===== src/hw/rtl/rdc_pkg.sv =====
package rdc_pkg;

    localparam int VALUE_BITS    = 31;
    localparam int RADIX_BITS    = 5;
    localparam int DIGIT_BITS    = 4;
    localparam int CHAR_BITS     = 7;
    localparam int STEP_BITS     = 8;
    localparam int DIV_STEPS     = (VALUE_BITS + STEP_BITS - 1) / STEP_BITS;
    localparam int DIV_BITS      = DIV_STEPS * STEP_BITS;
    localparam int STEP_CNT_BITS = (DIV_STEPS > 1) ? $clog2(DIV_STEPS) : 1;
    localparam int CNT_BITS      = $clog2(VALUE_BITS + 1);
    localparam int ADDR_BITS     = $clog2(VALUE_BITS);

    localparam logic [RADIX_BITS-1:0] RADIX_MIN = RADIX_BITS'(2);
    localparam logic [RADIX_BITS-1:0] RADIX_MAX = RADIX_BITS'(16);
    localparam logic [DIGIT_BITS-1:0] TEN       = DIGIT_BITS'(10);
    localparam logic [CHAR_BITS-1:0]  CHAR_ZERO = CHAR_BITS'(48);
    localparam logic [CHAR_BITS-1:0]  CHAR_NINE = CHAR_BITS'(57);
    localparam logic [CHAR_BITS-1:0]  CHAR_A    = CHAR_BITS'(65);
    localparam logic [CHAR_BITS-1:0]  CHAR_F    = CHAR_BITS'(70);

    typedef struct packed {
        logic load;
        logic div_step;
        logic fetch;
        logic capture;
    } t_cmd;

    typedef struct packed {
        logic div_done;
        logic out_last;
    } t_status;

    function automatic logic [CHAR_BITS-1:0] digit_to_ascii(input logic [DIGIT_BITS-1:0] d);
        logic [CHAR_BITS-1:0] c;
        if (d < TEN) begin
            c = CHAR_ZERO + CHAR_BITS'(d);
        end else begin
            c = CHAR_A + CHAR_BITS'(d - TEN);
        end
        return c;
    endfunction

endpackage


===== src/hw/rtl/rdc_ram.sv =====
module rdc_ram #(
    parameter int WIDTH = 4,
    parameter int DEPTH = 31
) (
    input  logic                     i_clk,
    input  logic                     i_we,
    input  logic [$clog2(DEPTH)-1:0] i_waddr,
    input  logic [WIDTH-1:0]         i_wdata,
    input  logic                     i_re,
    input  logic [$clog2(DEPTH)-1:0] i_raddr,
    output logic [WIDTH-1:0]         o_rdata
);

    logic [WIDTH-1:0] r_mem [DEPTH];
    logic [WIDTH-1:0] r_rdata;

    always_ff @(posedge i_clk) begin
        if (i_we) begin
            r_mem[i_waddr] <= i_wdata;
        end
        if (i_re) begin
            r_rdata <= r_mem[i_raddr];
        end
    end

    assign o_rdata = r_rdata;

endmodule


===== src/hw/rtl/rdc_dpath.sv =====
module rdc_dpath (
    input  logic                                i_clk,
    input  logic                                i_rst_n,
    input  rdc_pkg::t_cmd                       i_cmd,
    output rdc_pkg::t_status                    o_status,
    input  logic [rdc_pkg::VALUE_BITS-1:0]      i_value,
    input  logic [rdc_pkg::RADIX_BITS-1:0]      i_radix,
    output logic [rdc_pkg::CHAR_BITS-1:0]       o_digit_char,
    output logic                                o_last_digit
);

    import rdc_pkg::*;

    logic [DIV_BITS-1:0]      r_quot, n_quot;
    logic [DIGIT_BITS-1:0]    r_rem, n_rem;
    logic [RADIX_BITS-1:0]    r_radix, n_radix;
    logic [STEP_CNT_BITS-1:0] r_step, n_step;
    logic [CNT_BITS-1:0]      r_cnt, n_cnt;
    logic [CHAR_BITS-1:0]     r_char, n_char;
    logic                     r_last, n_last;

    logic [RADIX_BITS-1:0]    radix_clamped;
    logic [STEP_BITS-1:0]     chunk;
    logic [STEP_BITS-1:0]     qbits;
    logic [DIGIT_BITS:0]      trial;
    logic [DIGIT_BITS-1:0]    rem_next;
    logic [DIV_BITS-1:0]      quot_next;
    logic                     step_last;
    logic [CNT_BITS-1:0]      cnt_inc;
    logic [CNT_BITS-1:0]      cnt_dec;
    logic                     ram_we;
    logic [DIGIT_BITS-1:0]    ram_rdata;

    always_comb begin
        if (i_radix < RADIX_MIN) begin
            radix_clamped = RADIX_MIN;
        end else if (i_radix > RADIX_MAX) begin
            radix_clamped = RADIX_MAX;
        end else begin
            radix_clamped = i_radix;
        end
    end

    // restoring division, STEP_BITS quotient bits per cycle
    always_comb begin
        chunk    = r_quot[DIV_BITS-1 -: STEP_BITS];
        rem_next = r_rem;
        qbits    = '0;
        trial    = '0;
        for (int i = STEP_BITS - 1; i >= 0; i--) begin
            trial = {rem_next, chunk[i]};
            if (trial >= r_radix) begin
                rem_next = DIGIT_BITS'(trial - r_radix);
                qbits[i] = 1'b1;
            end else begin
                rem_next = trial[DIGIT_BITS-1:0];
            end
        end
        quot_next = (r_quot << STEP_BITS) | DIV_BITS'(qbits);
    end

    assign step_last = (r_step == STEP_CNT_BITS'(DIV_STEPS - 1));
    assign cnt_inc   = r_cnt + CNT_BITS'(1);
    assign cnt_dec   = r_cnt - CNT_BITS'(1);
    assign ram_we    = i_cmd.div_step && step_last;

    always_comb begin
        n_quot  = r_quot;
        n_rem   = r_rem;
        n_radix = r_radix;
        n_step  = r_step;
        n_cnt   = r_cnt;
        n_char  = r_char;
        n_last  = r_last;
        if (i_cmd.load) begin
            n_quot  = DIV_BITS'(i_value);
            n_rem   = '0;
            n_radix = radix_clamped;
            n_step  = '0;
            n_cnt   = '0;
        end
        if (i_cmd.div_step) begin
            n_quot = quot_next;
            if (step_last) begin
                n_rem  = '0;
                n_step = '0;
                n_cnt  = cnt_inc;
            end else begin
                n_rem  = rem_next;
                n_step = r_step + STEP_CNT_BITS'(1);
            end
        end
        if (i_cmd.fetch) begin
            n_cnt = cnt_dec;
        end
        if (i_cmd.capture) begin
            n_char = digit_to_ascii(ram_rdata);
            n_last = (r_cnt == '0);
        end
    end

    always_ff @(posedge i_clk) begin
        if (!i_rst_n) begin
            r_quot <= '0;
            r_step <= '0;
            r_cnt  <= '0;
        end else begin
            r_quot <= n_quot;
            r_step <= n_step;
            r_cnt  <= n_cnt;
        end
    end

    always_ff @(posedge i_clk) begin
        r_rem   <= n_rem;
        r_radix <= n_radix;
        r_char  <= n_char;
        r_last  <= n_last;
    end

    rdc_ram #(
        .WIDTH (DIGIT_BITS),
        .DEPTH (VALUE_BITS)
    ) u_digit_ram (
        .i_clk   (i_clk),
        .i_we    (ram_we),
        .i_waddr (r_cnt[ADDR_BITS-1:0]),
        .i_wdata (rem_next),
        .i_re    (i_cmd.fetch),
        .i_raddr (cnt_dec[ADDR_BITS-1:0]),
        .o_rdata (ram_rdata)
    );

    assign o_status.div_done = step_last &&
                               ((quot_next == '0) || (cnt_inc == CNT_BITS'(VALUE_BITS)));
    assign o_status.out_last = r_last;
    assign o_digit_char      = r_char;
    assign o_last_digit      = r_last;

`ifndef SYNTHESIS
    a_rem_below_radix: assert property (@(posedge i_clk) disable iff (!i_rst_n)
        i_cmd.div_step |-> (RADIX_BITS'(r_rem) < r_radix))
        else $error("remainder not below radix");

    a_cnt_bound: assert property (@(posedge i_clk) disable iff (!i_rst_n)
        r_cnt <= CNT_BITS'(VALUE_BITS))
        else $error("digit count beyond stack depth");
`endif

endmodule


===== src/hw/rtl/rdc_ctrl.sv =====
module rdc_ctrl (
    input  logic             i_clk,
    input  logic             i_rst_n,
    input  logic             i_in_valid,
    output logic             o_in_stall,
    output logic             o_out_valid,
    input  logic             i_out_stall,
    output rdc_pkg::t_cmd    o_cmd,
    input  rdc_pkg::t_status i_status
);

    import rdc_pkg::*;

    typedef enum logic [4:0] {
        S_IDLE  = 5'b00001,
        S_DIV   = 5'b00010,
        S_FETCH = 5'b00100,
        S_LOAD  = 5'b01000,
        S_SHOW  = 5'b10000
    } t_state;

    t_state r_state, n_state;

    always_comb begin
        n_state = r_state;
        o_cmd   = '0;
        unique case (r_state)
            S_IDLE: begin
                if (i_in_valid) begin
                    o_cmd.load = 1'b1;
                    n_state    = S_DIV;
                end
            end
            S_DIV: begin
                o_cmd.div_step = 1'b1;
                if (i_status.div_done) begin
                    n_state = S_FETCH;
                end
            end
            S_FETCH: begin
                o_cmd.fetch = 1'b1;
                n_state     = S_LOAD;
            end
            S_LOAD: begin
                o_cmd.capture = 1'b1;
                n_state       = S_SHOW;
            end
            S_SHOW: begin
                if (!i_out_stall) begin
                    if (i_status.out_last) begin
                        n_state = S_IDLE;
                    end else begin
                        o_cmd.fetch = 1'b1;
                        n_state     = S_LOAD;
                    end
                end
            end
            default: begin
                n_state = S_IDLE;
            end
        endcase
    end

    always_ff @(posedge i_clk) begin
        if (!i_rst_n) begin
            r_state <= S_IDLE;
        end else begin
            r_state <= n_state;
        end
    end

    assign o_in_stall  = (r_state != S_IDLE);
    assign o_out_valid = (r_state == S_SHOW);

endmodule


===== src/hw/rtl/radix_digit_converter_core.sv =====
// A value yields d digits (d <= 31), each found by a run of divider steps,
// the divider retiring 8 quotient bits a cycle.
// Each further digit is read from the registered stack, then captured for output.
// A new item is taken only once the last digit of the previous one has been output.
// Reset: synchronous, active low; clears the controller, step counter, digit count and quotient.
// The digit stack is not cleared and needs no clearing pass.
module radix_digit_converter_core (
    input  logic                              i_clk,
    input  logic                              i_rst_n,
    input  logic                              i_in_valid,
    output logic                              o_in_stall,
    input  logic [rdc_pkg::VALUE_BITS-1:0]    i_value,
    input  logic [rdc_pkg::RADIX_BITS-1:0]    i_radix,
    output logic                              o_out_valid,
    input  logic                              i_out_stall,
    output logic [rdc_pkg::CHAR_BITS-1:0]     o_digit_char,
    output logic                              o_last_digit
);

    import rdc_pkg::*;

    t_cmd    cmd;
    t_status status;

    rdc_ctrl u_ctrl (
        .i_clk       (i_clk),
        .i_rst_n     (i_rst_n),
        .i_in_valid  (i_in_valid),
        .o_in_stall  (o_in_stall),
        .o_out_valid (o_out_valid),
        .i_out_stall (i_out_stall),
        .o_cmd       (cmd),
        .i_status    (status)
    );

    rdc_dpath u_dpath (
        .i_clk        (i_clk),
        .i_rst_n      (i_rst_n),
        .i_cmd        (cmd),
        .o_status     (status),
        .i_value      (i_value),
        .i_radix      (i_radix),
        .o_digit_char (o_digit_char),
        .o_last_digit (o_last_digit)
    );

`ifndef SYNTHESIS
    a_char_legal: assert property (@(posedge i_clk) disable iff (!i_rst_n)
        o_out_valid |-> ((o_digit_char >= CHAR_ZERO && o_digit_char <= CHAR_NINE) ||
                         (o_digit_char >= CHAR_A && o_digit_char <= CHAR_F)))
        else $error("digit character out of range");

    a_idle_no_output: assert property (@(posedge i_clk) disable iff (!i_rst_n)
        !o_in_stall |-> !o_out_valid)
        else $error("output valid while ready for a new item");

    a_last_ends_item: assert property (@(posedge i_clk) disable iff (!i_rst_n)
        (o_out_valid && !i_out_stall && o_last_digit) |=> (!o_out_valid && !o_in_stall))
        else $error("item did not end after last digit");
`endif

endmodule


===== config.mk =====
export PLATFORM = sky130hd
export DESIGN_NAME = radix_digit_converter_core
export DESIGN_NICKNAME = d
export VERILOG_FILES = /design/src/hw/rtl/rdc_pkg.sv /design/src/hw/rtl/rdc_ram.sv /design/src/hw/rtl/rdc_dpath.sv /design/src/hw/rtl/rdc_ctrl.sv /design/src/hw/rtl/radix_digit_converter_core.sv
export SDC_FILE = /design/constraint.sdc
export NUM_CORES = 1
export LEC_CHECK = 0
export BUFFER_PORTS_ARGS = -buffer_cell sky130_fd_sc_hd__buf_2
export CAP_MARGIN = 20
export CORE_ASPECT_RATIO = 0.6
export CORE_MARGIN = 2
export CORE_UTILIZATION = 50
export DETAILED_ROUTE_END_ITERATION = 10
export PLACE_DENSITY = 0.77
export SKIP_LAST_GASP = 1
export SYNTH_ARGS = -nofsm -noshare
export SYNTH_HDL_FRONTEND = slang
export SYNTH_SLANG_ARGS = --single-unit
export TNS_END_PERCENT = 10

===== constraint.sdc =====
create_clock -name i_clk -period 28 [get_ports i_clk]
set_input_delay 4.2 -clock i_clk [delete_from_list [all_inputs] [get_ports i_clk]]
set_output_delay 4.2 -clock i_clk [all_outputs]
set_load 0.01 [all_outputs]

---- After elaboration in Yosys (flattened, before gate mapping) ----
Memories as Yosys holds them, arrays and structs flattened. A register that Yosys moved wholly into a read port is not among the register bits.
Index checks and enable logic that the tools add are counted.
storage, ports and cells
  RAM bits ................................ 124
  memories kept ........................... 1
  flip-flop bits (word level) ............. 61
  logic and storage cells ................. 99
  output and inout bits ................... 10
cells by class
  reduce and logical (&&, ||, !) cells .... 8
  multiplexer cells ....................... 44
  $lt $le $gt $ge ......................... 11
  equal/unequal tests ..................... 11
  $add $sub $neg .......................... 14
  bitwise operators ....................... 1
memory list
  name                       depth  width  read ports  clocked after Yosys merged registers in  wr ports  RTL line       text
  u_dpath.u_digit_ram.r_mem  31     4      1           1                                        1         rdc_ram.sv:14  logic [WIDTH-1:0] r_mem [DEPTH];
operators by type and width
  kind                                                                     count
  32-bit 2-to-1 mux                                                        2
  4-bit 2-to-1 mux                                                         12
  5-bit >= comparator                                                      8
  5-bit 2-to-1 mux                                                         8
  32-bit zero test                                                         1
  32-bit by 8-bit bitwise OR with 32-bit output                            1
  4-bit subtractor                                                         8
  5-bit case mux with 5 select lines                                       1
  1-bit 2-to-1 mux                                                         16
  5-bit == test, second input constant                                     2
  6-bit by 4-bit adder with 7-bit output, first input constant             1
  7-bit adder, first input constant                                        1
  7-bit 2-to-1 mux                                                         1
  2-bit 2-to-1 mux                                                         3
  2-bit inequality test, second input constant                             3
  5-bit by 1-bit adder with 5-bit output, second input constant            1
  5-bit by 1-bit == test with 1-bit output, second input constant          1
  5-bit by 2-bit == test with 1-bit output, second input constant          1
  5-bit by 3-bit == test with 1-bit output, second input constant          1
  5-bit by 4-bit == test with 1-bit output, second input constant          1
  5-bit greater-than comparator, second input constant                     1
  5-bit zero test                                                          1
  5-bit by 2-bit < comparator with 1-bit output, second input constant     1
  5-bit by 1-bit inequality test with 1-bit output, second input constant  1
  other kinds (11)                                                         12

---- Longest topological paths before layout ----
  depth after elaboration ................. 22
  depth in mapped cells ................... 49
  gate-level depth less buffers ........... 47

---- Cells and area by module ----
A second synthesis with hierarchy kept.
unflattened totals
  cells, all modules ...................... 855
  area total of the unflattened synthesis .. 10110.9 µm²
by module, submodules not included
  module     sequential area each (µm²)  area an instance (µm²)  cells an instance  times used
  rdc_ram    3843.7                      5163.7                  285                1
  rdc_dpath  1291.2                      4639.4                  533                1
  rdc_ctrl   100.1                       307.8                   37                 1

---- Worst setup path before layout ----
OpenSTA, ideal clock, no wires.
  kind .................................... register to register
  from .................................... reg u_dpath.r_radix[1]
  to ...................................... mem u_dpath.u_digit_ram.r_mem[0][3], data pin
  cell stages (with the launch flop) ...... 42
  buffers on the path ..................... 2
  path slack .............................. 16364 ps
  clock period less this slack ............ 11636 ps
  arrival time ............................ 11190 ps
  cell sequence ........................... edfxtp_1 -> inv_1 -> ha_1 -> nand4_1 -> a21oi_1 -> a211o_1 -> mux2_2 -> ha_1 -> a21oi_1 -> o21ai_0 -> a21oi_1 -> mux2_2 -> ha_1 -> a21oi_1 -> a21boi_0 -> or2_1 -> clkbuf_1 -> o21ai_1 -> [6 not listed] -> ha_1 -> a21o_1 -> a31o_1 -> clkbuf_1 -> mux2i_1 -> ha_1 -> a21o_1 -> a31oi_1 -> o21ai_1 -> mux2_2 -> ha_1 -> nand2_1 -> o21ai_1 -> mux2i_1 -> ha_1 -> a211oi_1 -> o31ai_2 -> o21ai_0
on the way
  longest elaborated chain between the ends .. 16
RTL lines
  element                                                  RTL line                          text
  from (decl)                                              rdc_dpath.sv:16                   logic [RADIX_BITS-1:0] r_radix, n_radix;
  from (signal assigned)                                   rdc_dpath.sv:116                  r_radix <= n_radix;
  4-bit subtractor or 5-bit >= comparator (tied branches)  rdc_dpath.sv:53, rdc_dpath.sv:52
  4-bit 2-to-1 mux                                         rdc_dpath.sv:52                   if (trial >= r_radix) begin
  4-bit subtractor or 5-bit >= comparator (tied branches)  rdc_dpath.sv:53, rdc_dpath.sv:52
  4-bit 2-to-1 mux                                         rdc_dpath.sv:52
  4-bit subtractor or 5-bit >= comparator (tied branches)  rdc_dpath.sv:53, rdc_dpath.sv:52
  4-bit 2-to-1 mux                                         rdc_dpath.sv:52
  5-bit >= comparator or 4-bit subtractor (tied branches)  rdc_dpath.sv:52, rdc_dpath.sv:53
  4-bit 2-to-1 mux                                         rdc_dpath.sv:52
  4-bit subtractor or 5-bit >= comparator (tied branches)  rdc_dpath.sv:53, rdc_dpath.sv:52
  4-bit 2-to-1 mux                                         rdc_dpath.sv:52
  4-bit subtractor or 5-bit >= comparator (tied branches)  rdc_dpath.sv:53, rdc_dpath.sv:52
  4-bit 2-to-1 mux                                         rdc_dpath.sv:52
  5-bit >= comparator or 4-bit subtractor (tied branches)  rdc_dpath.sv:52, rdc_dpath.sv:53
  4-bit 2-to-1 mux                                         rdc_dpath.sv:52
  4-bit subtractor or 5-bit >= comparator (tied branches)  rdc_dpath.sv:53, rdc_dpath.sv:52
  4-bit 2-to-1 mux *                                       rdc_dpath.sv:52
  via u_dpath.rem_next[3]                                  rdc_dpath.sv:26                   logic [DIGIT_BITS-1:0] rem_next;
  to (decl)                                                rdc_ram.sv:14
The timed path passes the listed nets; every way through them passes the cells marked *.

---- Worst setup path in the final report ----
  from .................................... reg u_dpath.r_radix[1]
  to ...................................... reg u_dpath.r_rem[1], data pin
on the way
  longest elaborated chain between the ends .. 18
RTL lines
  element                                                  RTL line                          text
  4-bit subtractor or 5-bit >= comparator (tied branches)  rdc_dpath.sv:53, rdc_dpath.sv:52
  4-bit 2-to-1 mux                                         rdc_dpath.sv:52
  4-bit subtractor or 5-bit >= comparator (tied branches)  rdc_dpath.sv:53, rdc_dpath.sv:52
  4-bit 2-to-1 mux                                         rdc_dpath.sv:52
  4-bit subtractor or 5-bit >= comparator (tied branches)  rdc_dpath.sv:53, rdc_dpath.sv:52
  4-bit 2-to-1 mux                                         rdc_dpath.sv:52
  5-bit >= comparator or 4-bit subtractor (tied branches)  rdc_dpath.sv:52, rdc_dpath.sv:53
  4-bit 2-to-1 mux                                         rdc_dpath.sv:52
  [3 not listed]                                           n/a
  4-bit 2-to-1 mux                                         rdc_dpath.sv:52
  5-bit >= comparator or 4-bit subtractor (tied branches)  rdc_dpath.sv:52, rdc_dpath.sv:53
  4-bit 2-to-1 mux                                         rdc_dpath.sv:52
  4-bit subtractor or 5-bit >= comparator (tied branches)  rdc_dpath.sv:53, rdc_dpath.sv:52
  4-bit 2-to-1 mux *                                       rdc_dpath.sv:52
  via u_dpath.rem_next[1]                                  rdc_dpath.sv:26
  4-bit 2-to-1 mux *                                       rdc_dpath.sv:84                   if (step_last) begin
  4-bit 2-to-1 mux *                                       rdc_dpath.sv:82                   if (i_cmd.div_step) begin
  to (signal assigned)                                     rdc_dpath.sv:115                  r_rem <= n_rem;
  to (decl)                                                rdc_dpath.sv:15                   logic [DIGIT_BITS-1:0] r_rem, n_rem;
Marks and branches as above.
A chain may end at the register's enable or synchronous reset.

==> impl_metrics.csv <==
group,metric,value,unit
clocking,cts-root-buf,"clkbuf_16",
run_status,status,"completed",
placed_design,io_buffer_count,49,
route,wl,21800,um
timing,worst_pin_slew,0.881,ns
finish,final_nets,912,
critical_path,worstPathArrival,13.56,ns
logic_synthesis,synthMostInstantiatedCell,"edfxtp_1",
grt,grt_start_max_net_pins,45,
clocking,cts_tree,"done",
route,wl_met1,10600,um
route,drc,0,
timing,fmax,74.8,MHz
route,vias,6459,
logic_synthesis,synth_cell_type_count,64,
critical_path,cp_max_fo,32,
logic_synthesis,synth_nets,867,
logic_synthesis,synthFlopType,"edfxtp_1",
logic_synthesis,synth.avg_cell_area,12.7,sq um
floorplanning,die_height,112,um
finish,final_cells,1074,
floorplanning,rows,39,
timing,finalClockSkew,0.0119,ns
clocking,cts_setup_buffers,0,
placed_design,dp_cells,1039,
clocking,cts_buffers,17,
logic_synthesis,synthCells,769,
critical_path,crit_type,"flip-flop to flip-flop",
route,wl_met3,2130,um
critical_path,worst_setup_path_start_kind,"flip-flop",
timing,fin_crit_sh,0.478,
clocking,cts.sinks,189,
floorplanning,die_area,0.0206,sq mm
critical_path,cpMostUsedCell,"ha_1",
route,vias_per_cell,6.01,
route,dr_wl_met2,8860,um
critical_path,cp-end-kind,"flip-flop",
clocking,clk_pin_slew,0.08,ns
placed_design,pre_cts_ws,14.82,ns
finish,drive_gt1_frac,0.186,
timing,finalHoldViolCount,0,
grt,grt_overflow_total,0,
grt,grt_antenna_before_repair,2,
logic_synthesis,netlist_top_cells_count,"145 x edfxtp_1, 65 x nor2_1, 55 x nand2_1, 50 x ha_1, 44 x dfxtp_1",
logic_synthesis,post-synth-top-area-cell,"edfxtp_1",
grt,grt_use_total,0.222,
floorplanning,start_util,0.511,
placed_design,dp_hpwl,15000,um
clocking,cts_resized,0,
logic_synthesis,netlist_top_cells_area,"edfxtp_1 45%, dfxtp_1 9.1%, mux4_2 7.6%",
timing,min_period,13.37,ns
critical_path,cpPeakStageDelay,0.65,ns
logic_synthesis,synth.top_cell.area_share,0.447,
clocking,cts_max_level,4,
route,top_layer_used,"met5",
floorplanning,die_width,184,um
route,drt_iter0_drc,674,
clocking,postCtsHoldBufs,0,
timing,rsz0062_at_grt,"false",
critical_path,crit_slowest_cell,"edfxtp_1",
timing,tns,0,ns
route,drt_pass1_iterations,4,
logic_synthesis,yosysSeqAreaShare,0.538,
floorplanning,coreArea,0.0190,sq mm
floorplanning,ioPinCount,50,
hold_path,min_path_type,"flip-flop to flip-flop",
timing,setup_violations,0,
logic_synthesis,synth_seq_cells,189,
logic_synthesis,async_flop_share,0,
clocking,clockBufferDepth,2,
critical_path,critical_path_required,28.19,ns
timing,maxSlewViolCount,0,
route,routedWlPerCell,20.3,um
timing,max_slew_margin,0.412,
clocking,clk_latency,0.44,ns
logic_synthesis,yosysWarnings,0,
grt,grt_pass1_wl,34300,um
logic_synthesis,synth-edff-count,145,
run,max_cap_violations,0,
critical_path,rrSetupSlack,14.63,ns
grt,grt_pass1_vias,6101,
placed_design,place.gp.congestion,0.914,
timing,timing.final.ws_setup,14.63,ns
route,antenna_left,0,
logic_synthesis,syn_area,0.00973,sq mm
finish,area_delta_synth_final,11.3,%
[final cells by class]
| class | count | area, sq um |
|---|---|---|
| Antenna cell | 1 | 2.50 |
| Clock buffer | 18 | 429 |
| Clock inverter | 14 | 166 |
| Fill cell | 1510 | 8200 |
| Inverter | 39 | 146 |
| Multi-Input combinational cell | 508 | 4220 |
| Sequential cell | 189 | 5240 |
| Tap cell | 246 | 308 |
| Timing Repair Buffer | 59 | 328 |
[cells by family (layout without fill, tap and decap cells)]
kind of cell	after synthesis	after routing	share of synthesized area
compound gates	166	166	0.116
xor+xnor	24	24	0.0216
fa+ha+maj	58	58	0.0807
buf+inv	72	130	0.0303
flops	189	189	0.538
mux	66	66	0.117
other cells	0	1	0
simple gates	194	194	0.0956
[final timing paths]
kind | from | end | cells after the start
max reg2reg | u_dpath.r_radix[1] | u_dpath.r_rem[1] | 43
max | u_dpath.r_radix[1] | u_dpath.r_rem[1] | 43
min | u_dpath.r_step[1] | u_dpath.r_step[1] | 2
min reg2reg | u_dpath.r_step[1] | u_dpath.r_step[1] | 2
[critical path: cells and delay by family (launching register included)]
family	cells	cell delay, ns
buffers and inverters	4	0.80
AO/OA/AOI/OAI	18	5.20
AND/OR/NAND/NOR	7	1.30
multiplexers	6	2.40
flip-flops	1	0.65
adder cells (fa/ha/maj)	8	2.76
[layer usage]
metal,up-vias,GRT usage
met5,-,0
met3,17,0.0616
li1,3027,-
met1,3140,0.359
met4,2,0.0517
met2,273,0.291
[flip-flops by register name, indices dropped and copies added (netlist names)]
name	count
u_dpath.o_digit_char	7
u_dpath.u_digit_ram.r_mem	124
u_dpath.r_quot	32
u_dpath.r_radix	5
u_dpath.u_digit_ram.o_rdata	4
u_dpath.o_last_digit	1
u_dpath.r_cnt	5
u_ctrl.r_state	5
u_dpath.r_step	2
u_dpath.r_rem	4
[layout by cell type, fill, tap and decap left out, types with 15 or more instances in the layout]
master     netlist  routed
nand2_1         55      55
xnor2_1         17      17
a22oi_1         20      20
mux2_2          16      16
buf_2            5      49
ha_1            50      50
edfxtp_1       145     145
inv_1           39      39
a21oi_1         43      41
clkbuf_16        0      17
o21ai_0         16      15
nor2_1          65      64
mux4_2          33      33
a21boi_0        22      22
dfxtp_1         44      43
[stage by stage]
step / util / area (sq um) / hold slack, ns
final: 0.569 / 10800 / 0.490
after global routing: 0.569 / 10800 / 0.506
after CTS: 0.568 / 10800 / 0.492
after detailed placement: 0.537 / 10200 / 0.476
after global placement: 0.537 / 10200 / 0.467
after floorplan: - / 9730 / 0.448
Power is left out: the tool's default activity adds up to more than one toggle a clock period on the data nets, which glitch-free logic cannot reach.
